[config.mk]
export PLATFORM = sky130hd
export DESIGN_NAME = zsc_emit
export DESIGN_NICKNAME = d
export VERILOG_FILES = /design/src/hdl/zsc_pkg.sv /design/src/hdl/zsc_emit.sv
export SDC_FILE = /design/constraint.sdc
export NUM_CORES = 1
export LEC_CHECK = 0
export BUFFER_PORTS_ARGS = -buffer_cell sky130_fd_sc_hd__buf_2
export CAP_MARGIN = 0
export CORE_MARGIN = 1.5
export CORE_UTILIZATION = 50
export DETAILED_ROUTE_END_ITERATION = 8
export HOLD_SLACK_MARGIN = 0.1
export PLACE_DENSITY_LB_ADDON = 0.08
export SLEW_MARGIN = 0
export SYNTH_ARGS = -nofsm -noshare
export SYNTH_HDL_FRONTEND = slang
export SYNTH_SLANG_ARGS = --single-unit
[constraint.sdc]
create_clock -name clk -period 10.05 [get_ports clk]
set_input_delay 1.005 -clock clk [delete_from_list [all_inputs] [get_ports clk]]
set_output_delay 1.005 -clock clk [all_outputs]
set_load 0.005 [all_outputs]
[src/hdl/zsc_pkg.sv]
// ----------------------------------------------------------------------------
// Zero suppression and calibration package
// Shared constants, codes and types of the zero suppression block.
// ----------------------------------------------------------------------------
package zsc_pkg;

  localparam int DETECTORS = 4;
  localparam int STRIPS    = 16;
  localparam int CRYSTALS  = 9;
  localparam int LAYERS    = 4;

  localparam int ADDR_W   = 8;
  localparam int ADC_W    = 12;
  localparam int CUT_W    = 12;
  localparam int SLOPE_W  = 20;
  localparam int ICPT_W   = 32;
  localparam int PROD_W   = 32;
  localparam int ENERGY_W = 34;
  localparam int DCNT_W   = 5;
  localparam int ECNT_W   = 7;

  typedef enum logic {
    OP_LOAD   = 1'b0,
    OP_SAMPLE = 1'b1
  } op_t;

  typedef enum logic [1:0] {
    KIND_HIT = 2'd0,
    KIND_DET = 2'd1,
    KIND_EVT = 2'd2
  } kind_t;

  typedef enum logic [1:0] {
    LAYER_FIRST  = 2'd0,
    LAYER_FRONT  = 2'd1,
    LAYER_BACK   = 2'd2,
    LAYER_SCINT  = 2'd3
  } layer_t;

  typedef struct packed {
    logic [ICPT_W-1:0]  intercept;
    logic [SLOPE_W-1:0] slope;
    logic [CUT_W-1:0]   cut;
  } calib_t;

  typedef struct packed {
    logic                          hit;
    logic                          det_res;
    logic                          evt_res;
    logic [1:0]                    detector;
    logic [1:0]                    layer;
    logic [3:0]                    channel;
    logic [ENERGY_W-1:0]           energy;
    logic [LAYERS-1:0][ECNT_W-1:0] det_counts;
    logic [LAYERS-1:0][ECNT_W-1:0] evt_counts;
  } bundle_t;

endpackage

[src/hdl/zsc_emit.sv]
// ----------------------------------------------------------------------------
// Result emitter
// Holds the results of one sample and sends them out one item at a time.
// ----------------------------------------------------------------------------
module zsc_emit (
  input  logic                        clk,
  input  logic                        rst,
  input  logic                        bundle_valid,
  input  zsc_pkg::bundle_t            bundle,
  output logic                        bundle_ready,
  output logic                        result_valid,
  input  logic                        result_ready,
  output logic [1:0]                  kind,
  output logic [1:0]                  hit_detector,
  output logic [1:0]                  hit_layer,
  output logic [3:0]                  hit_channel,
  output logic signed [zsc_pkg::ENERGY_W-1:0] energy,
  output logic [zsc_pkg::ECNT_W-1:0]  count_first_layer,
  output logic [zsc_pkg::ECNT_W-1:0]  count_second_front,
  output logic [zsc_pkg::ECNT_W-1:0]  count_second_back,
  output logic [zsc_pkg::ECNT_W-1:0]  count_scintillator,
  output logic                        last_result
);
  import zsc_pkg::*;

  logic    pend_hit;
  logic    pend_det;
  logic    pend_evt;
  bundle_t held;
  logic    fire;
  logic [LAYERS-1:0][ECNT_W-1:0] counts;

  assign result_valid = pend_hit | pend_det | pend_evt;
  assign fire         = result_valid & result_ready;
  assign bundle_ready = !result_valid || (fire && last_result);

  always_comb begin
    kind         = KIND_EVT;
    hit_detector = 2'd0;
    hit_layer    = 2'd0;
    hit_channel  = 4'd0;
    energy       = '0;
    counts       = held.evt_counts;
    last_result  = 1'b1;
    if (pend_hit) begin
      kind         = KIND_HIT;
      hit_detector = held.detector;
      hit_layer    = held.layer;
      hit_channel  = held.channel;
      energy       = held.energy;
      counts       = '0;
      last_result  = !(pend_det || pend_evt);
    end else if (pend_det) begin
      kind         = KIND_DET;
      hit_detector = held.detector;
      counts       = held.det_counts;
      last_result  = !pend_evt;
    end
  end

  assign count_first_layer  = counts[0];
  assign count_second_front = counts[1];
  assign count_second_back  = counts[2];
  assign count_scintillator = counts[3];

  always_ff @(posedge clk) begin
    if (rst) begin
      pend_hit <= 1'b0;
      pend_det <= 1'b0;
      pend_evt <= 1'b0;
    end else if (bundle_valid && bundle_ready) begin
      pend_hit <= bundle.hit;
      pend_det <= bundle.det_res;
      pend_evt <= bundle.evt_res;
    end else if (fire) begin
      if (pend_hit) begin
        pend_hit <= 1'b0;
      end else if (pend_det) begin
        pend_det <= 1'b0;
      end else begin
        pend_evt <= 1'b0;
      end
    end
  end

  always_ff @(posedge clk) begin
    if (bundle_valid && bundle_ready) begin
      held <= bundle;
    end
  end

endmodule

==> results list, run 1 <==
- Cell-internal power: 0.724 mW
- Chip width: 91.1 µm
* Mean instance size in the synthesized netlist: 16.3 µm²
- Clock tree from TritonCTS: yes
* Combined area of all synthesized cells: 0.00388 mm²
- Dividing the detail-routed wire length by the instance count gives 14.0 µm.
* Net Switching: 0.199 mW
- In this run the worst path has a maximum fanout of 37.
- Setup repair after global routing left no endpoint under its margin.
* Number of filler instances in the final layout: 539
- Global-route wire length before repair: 11600 µm
- The detailed router finished its first iteration with 106 violations.
- Maximum level of the CTS H-tree: 3
- Count of warnings emitted by yosys: 0
- Wire length reported by the detailed router: 7340 µm
- Area added between synthesis and finish: 31.7%
- The library cells used most frequently in the layout, excluding fill and tap cells, are sky130_fd_sc_hd__buf_2, sky130_fd_sc_hd__edfxtp_1, sky130_fd_sc_hd__and2_1, sky130_fd_sc_hd__mux2i_1, sky130_fd_sc_hd__nor2_1.
* Power Density: 180 mW/mm²
- Fraction of power consumed by the clock network: 32.5%
- Across all layers, the routed design uses 2509 vias.
* Crit Path Class: flop to output pin
- CTS-repair resized insts: 0
* Final hold violation count: 0
- Per report_power, the sequential group accounts for 56.5% of the total.
- Share of the clock period used by the worst path after layout: 30.6%
- Final setup viols: 0
- Number of placement rows: 31
* Synthesized netlist cell count: 238
- At the later pin of the worst-skew pair, clock insertion delay measures 0.36 ns.
- After clock tree synthesis, the clock-pin slew on the worst setup and hold paths is 0.08 ns.
- The first detailed-routing pass took 4 iterations.
* Residual overflow from global routing: 0
- Final design instance area without fill: 0.00511 mm²
* Sequential element share of the synthesized area: 77.3%
* Final worst hold slack: 0.603 ns
* Number of library cell types mapped by synthesis: 22
- Using the TritonRoute via totals, the vias-per-cell ratio works out to 4.80.
- The cell sitting at the root of the clock tree is a sky130_fd_sc_hd__clkbuf_8.
- For the worst setup path, the data arrival time is 2.07 ns.
- The worst-case IR drop observed on VDD is 0.000132 V.
- P_leak: 2.21 nW
- After synthesis the netlist holds a flip-flop and latch count of 101.
- Total track usage: 18.6%
- Core region area: 0.00737 mm²
- At the pin with the least slew margin, the transition time is 1.07 ns.
* Crit path time final: 3.08 ns
- The longest clock path from root to sink contains 2 buffers.
* Crit path required time: 9.05 ns
- In the routed design, unresolved DRC markers number 0.
* Switching share of total power: 21.5%
* DRT antenna net count: 0
* Die Height: 91.1 µm
- Outcome: finished clean
- Detailed placement finished with a half-perimeter wire length of 5110 µm.
- Share of total power in combinational logic: 10.9%
- Hold repair after CTS inserted 0 buffers.
- Remaining max-slew budget at the tightest pin: 28.8%
- Final layout net count: 524
- Last weighted congestion value of the routability-driven placer: 0.764
- Maximum number of pins on one net before global-route repair: 77
- Cells with a size suffix above 1 make up 48.1% of the layout.
* Worst clock skew: 0.0121 ns
* Most common library cell in the layout ignoring fill and taps: sky130_fd_sc_hd__buf_2
- Final setup TNS: 0 ns
- Initial cell density of the core: 52.7%
- Derived from the worst setup path, the maximum achievable clock frequency is 325 MHz.
- Count of maximum capacitance violations: 0
- 180 I/O pins were placed.
- Synth Net Count: 343
- Counting the buffers created by CTS gives 9.
- STA classifies the critical path startpoint as a flop.
- The worst setup path is captured at an output pin.
- Port buffering added 179 buffers.
* Antenna fix cells: 0
- Post-CTS setup buffer count: 0
- The number of pins with negative max-slew slack in the final report was 0.
- Type of the worst min-delay path: flop to flop
- Full die area: 0.00831 mm²
- Number of global-route vias before repair: 2593
- After detailed placement, the total cell area comes to 0.00487 mm².
- The number of antenna violations at the first check in global routing is 0.
- Sink Count: 101
-- per-stage QoR --
stage	cells	utilization [%]	setup slack [ns]	power [mW]
floorplan	238	-	3.78	0.585
global placement	507	66.1	6.90	0.630
detailed placement	507	66.1	6.84	0.635
CTS	523	69.4	6.94	0.932
global route	523	69.4	6.84	0.964
finish	523	69.4	6.97	0.923
-- metal layers --
metal / track usage [%] / vias up / routed length [µm]
met5: 0 / - / 0
met2: 30.3 / 115 / 3690
li1: - / 1216 / -
met1: 20.6 / 1153 / 2710
met4: 11.8 / 0 / 327
met3: 6.37 / 25 / 614
-- path summary, 6_finish.rpt --
| path | from | to | slack (ns) | cells after the start |
|---|---|---|---|---|
| setup / recovery | pend_det$_SDFFE_PP0P_ | bundle_ready | 6.97 | 3 |
| hold / removal | pend_evt$_SDFFE_PP0P_ | pend_evt$_SDFFE_PP0P_ | 0.60 | 2 |
| setup reg to reg | pend_det$_SDFFE_PP0P_ | held[45]$_DFFE_PP_ | 7.25 | 5 |
| hold reg to reg | pend_evt$_SDFFE_PP0P_ | pend_evt$_SDFFE_PP0P_ | 0.60 | 2 |
-- cell type report --
cell class	count	area, µm²	area share [%]
well taps	99	124	2.42
clock buffers	9	124	2.42
multi-input cells	123	816	15.9
inverters	2	7.51	0.147
clock inverters	7	120	2.35
repair buffers	182	918	18.0
flip-flops and latches	101	3010	58.8
-- power groups by stage --
stage | logic [mW] | registers, mW | clock network, mW
global route | 0.114 | 0.526 | 0.323
floorplan | 0.0531 | 0.532 | 0
finish | 0.101 | 0.522 | 0.300
global placement | 0.101 | 0.530 | 0
detailed placement | 0.103 | 0.532 | 0
CTS | 0.103 | 0.522 | 0.307
-- worst max-delay path, stage by stage, from the launching register on --
cell	delay [ns]
sky130_fd_sc_hd__dfxtp_2	1.05
sky130_fd_sc_hd__maj3_2	0.42
sky130_fd_sc_hd__o22ai_1	0.09
sky130_fd_sc_hd__buf_2	0.17
-- cells in the mapped netlist --
cell type                   instances  area, µm²
sky130_fd_sc_hd__edfxtp_1          98       2940
sky130_fd_sc_hd__buf_4              5       37.5
sky130_fd_sc_hd__nor2b_1            4       25.0
sky130_fd_sc_hd__nor4_1             1       6.26
sky130_fd_sc_hd__a211oi_1           1       7.51
sky130_fd_sc_hd__o22ai_1            3       18.8
sky130_fd_sc_hd__a21oi_1            2       10.0
sky130_fd_sc_hd__buf_2              4       20.0
sky130_fd_sc_hd__o21ai_1            1       5.00
sky130_fd_sc_hd__nand2_1            7       26.3
sky130_fd_sc_hd__clkbuf_1           3       11.3
sky130_fd_sc_hd__and2_1            40        250
sky130_fd_sc_hd__dfxtp_1            3       60.1
sky130_fd_sc_hd__maj3_2             2       22.5
sky130_fd_sc_hd__o21a_1             1       7.51
sky130_fd_sc_hd__a2111oi_0          1       8.76
sky130_fd_sc_hd__nor3b_1            1       7.51
sky130_fd_sc_hd__nand2b_1           2       12.5
sky130_fd_sc_hd__nor2_1            28        105
sky130_fd_sc_hd__nor2_4             1       11.3
sky130_fd_sc_hd__inv_1              2       7.51
sky130_fd_sc_hd__mux2i_1           28        280
-- sequential cells by signal, indices dropped and copies added, names as in the netlist --
register  cells
pend_evt      1
pend_det      1
pend_hit      1
held         98
-- logic make-up (layout without fill, tap and decap cells) --
| logic type | after synthesis | after routing | share of synthesized area [%] |
|---|---|---|---|
| AOI/OAI and AO/OA | 9 | 9 | 1.48 |
| adders and majority gates | 2 | 2 | 0.580 |
| buffers and inverters | 14 | 200 | 1.97 |
| DFF | 101 | 101 | 77.3 |
| muxes | 28 | 28 | 7.22 |
| and+or+nand+nor | 84 | 84 | 11.4 |
(Power assumes the default switching activity.)
==> run 2: changes to the inputs <==
- CORE_UTILIZATION: 50 -> 42
- clock period: 10.05 -> 2.7 ns (I/O delays scaled with it)
==> run 2 against run 1 <==
Sequential power grew to 3.7 times the previous value; non-clock buffer count rose by 99; power rose to 3.7 times the previous value; critical path type unchanged; highest routed layer unchanged.
==> results list, run 2 (synthesis results as in run 1) <==
- Outcome: finished clean
- Least setup slack across all paths after layout: 0.473 ns
- Total of buffers placed on input and output ports: 179
- Endpoint class of the critical path: output pin
- Worst-Margin Slew: 0.530 ns
- Non-filler instance count after layout: 631
- The initial utilization of the core area, before any placement, comes to 43.9%.
* Instance count after placement with tap cells included: 517
- Number of placement rows: 34
* Detailed-routing iteration count for the pre-antenna-repair pass: 4
- For the finished layout, the period the worst path requires is 2.23 ns.
- In this run, the combinational gates consume 15.1% of the power.
- Chip width: 99.2 µm
- The worst register-to-register path begins at pend_det$_SDFFE_PP0P_.
- Fraction of final layout cells sized beyond drive strength 1: 38.6%
- Length of routed met3 wiring: 564 µm
- The clock network accounts for 27.7% of the total power.
* Post-place setup slack: 0.755 ns
* R2R depth: 3
* Clock Tree Buf Depth: 2
* Last weighted congestion value of the routability-driven placer: 0.772
- The worst setup path is launched from a flop.
- The floorplan step defined a die boundary enclosing 0.00983 mm².
- In this run switching power makes up 23.2% of total power.
- Net Switching: 0.786 mW
- The detail route stage leaves a number of antenna-violating nets equal to 0.
- Clock tree synthesis found a total of 101 sinks.
- Remaining max-slew budget at the tightest pin: 63.8%
- The number of pins with negative max-slew slack in the final report is 0.
* Met2 Wirelength: 4980 µm
* Final layout net count: 623
- Leaving out fill and tap cells, the most frequent cell in the layout is sky130_fd_sc_hd__buf_2.
- Entering global routing, the biggest net connects 56 pins.
* Slowest Stage Delay on Critical Path: 0.69 ns
* M1 wire length: 3510 µm
- The final-report hold violation count is 0.
- The clock tree synthesis step divided the H-tree into 3 levels.
- The tree is rooted in a sky130_fd_sc_hd__clkbuf_8.
- Across all layers, the routed design uses 2923 vias.
* Crit path required time: 2.43 ns
- Number of DRC markers after the initial detailed-route iteration: 126
* Global-route wire length before repair: 14100 µm
- Number of buffer and inverter instances along the worst setup path: 2
- Final setup TNS: 0 ns
- The area growth from synthesis to layout is 56.4%.
* I/O pin count: 180
* Crit Path Class: flop to output pin
* Uppermost routed layer: met4
- Post-CTS setup buffer count: 0
* Sequential Power Share: 57.2%
* Clock tree from TritonCTS: yes
- Register bank with the most flops: held
- The total area inside the core boundary comes to 0.00885 mm².
* RSZ-0062 raised after global routing: false
* Worst-path cell with the longest stage delay: sky130_fd_sc_hd__dfxtp_2
* Type of the worst min-delay path: input pin to flop
* Cell-internal power: 2.60 mW
- For this design the static power due to leakage is 2.60 nW.
- Traced cell by cell, the critical path runs through buf_4 -> mux2i_1 -> nor2_1 -> buf_2.
* Number of flip-flops under the largest register name: 98
- Fmax achieved: 449 MHz
- The final critical path takes up 82.5% of the cycle.
- The number of antenna violations at the first check in global routing came to 0.
- Counting the buffers created by CTS gives 9.
* Worst R2R Setup Slack: 0.76 ns
- Worst clock skew: 0.00839 ns
- Summed over all layers, the routed wires come to 9200 µm.
- Data arrival time of the critical path: 1.96 ns
- 0 antenna diodes ended up in the layout.
- The floorplan step set the die height to 99.2 µm.
* Total track usage: 19.0%
* Final setup viols: 0
- Broken down by cell family, the worst path's largest delay share belongs to flip-flops.
* Number of cells on the worst hold path: 2
- Post-route DRC: 0
- After detailed routing, the number of vias per cell comes to 4.63.
- Power Density: 558 mW/mm²
* End point of the most critical hold path: pend_evt$_SDFFE_PP0P_
- Number of filler instances in the final layout: 643
- The endpoint identified for the worst register-to-register timing path is held[8]$_DFFE_PP_.
- Hold is met by 0.140 ns.
- Number of global-route vias before repair: 2992
- Worst-Skew Late Latency: 0.35 ns
* Post-DR wirelength/cell: 14.6 µm
- Half-perimeter wire length after placement: 5280 µm
- Count of maximum capacitance violations: 0
- Residual overflow from global routing: 0
* Clock slew seen by the registers of the worst setup and hold paths: 0.09 ns
- Worst IR drop on VDD: 0.000257 V
* Max Fanout on Critical Path: 20
* Launch point of the worst hold path: rst
- In the layout the commonest cells are sky130_fd_sc_hd__buf_2, sky130_fd_sc_hd__edfxtp_1, sky130_fd_sc_hd__dlygate4sd3_1, sky130_fd_sc_hd__and2_1.
run 2: layer usage:
metal  vias up  track usage (%)
li1       1415                -
met1      1383             20.9
met5         -                0
met2       113             35.6
met4         0             7.48
met3        12             4.15
run 2: how the worst max path moves through the flow:
| stage | start | endpoint | slack (ns) | cells after the start |
|---|---|---|---|---|
| CTS | pend_hit$_SDFFE_PP0P_ | bundle_ready | 0.44 | 4 |
| finish | pend_det$_SDFFE_PP0P_ | count_first_layer[6] | 0.47 | 4 |
| detailed placement | pend_det$_SDFFE_PP0P_ | held[95]$_DFFE_PP_ | 0.76 | 3 |
| global placement | pend_det$_SDFFE_PP0P_ | held[93]$_DFFE_PP_ | 0.79 | 3 |
| floorplan | pend_hit$_SDFFE_PP0P_ | held[0]$_DFFE_PP_ | -0.12 | 3 |
| global route | pend_hit$_SDFFE_PP0P_ | bundle_ready | 0.32 | 4 |
run 2: area by class of cell:
cell class	count	area (µm²)	share of cell area (%)
clock buffers	10	128	2.10
clock inverters	6	62.6	1.03
inverters	2	7.51	0.124
multi-input cells	123	816	13.4
flip-flops and latches	101	3010	49.5
well taps	108	135	2.22
repair buffers	281	1920	31.6
run 2: repair_timing:
item,4_1_cts,5_1_grt
hold buffers,98,0
endpoints found under the hold margin,98,0
resized for setup,0,0
endpoints found under the setup margin,0,0
run 2: power groups by stage:
| stage | Clock, mW | Sequential, mW | Combinational (mW) |
|---|---|---|---|
| final | 0.938 | 1.94 | 0.510 |
| after global placement | 0 | 1.97 | 0.393 |
| after CTS | 0.957 | 1.94 | 0.508 |
| after global routing | 1.02 | 1.95 | 0.562 |
| after floorplan | 0 | 1.96 | 0.202 |
| after detailed placement | 0 | 1.98 | 0.397 |
run 2: stage by stage:
stage / util, % / power [mW] / area [µm²]
after floorplan: - / 2.16 / 3900
after global placement: 55.4 / 2.36 / 4900
after detailed placement: 55.4 / 2.37 / 4900
after CTS: 68.6 / 3.40 / 6070
after global routing: 68.6 / 3.54 / 6070
final: 68.6 / 3.39 / 6070
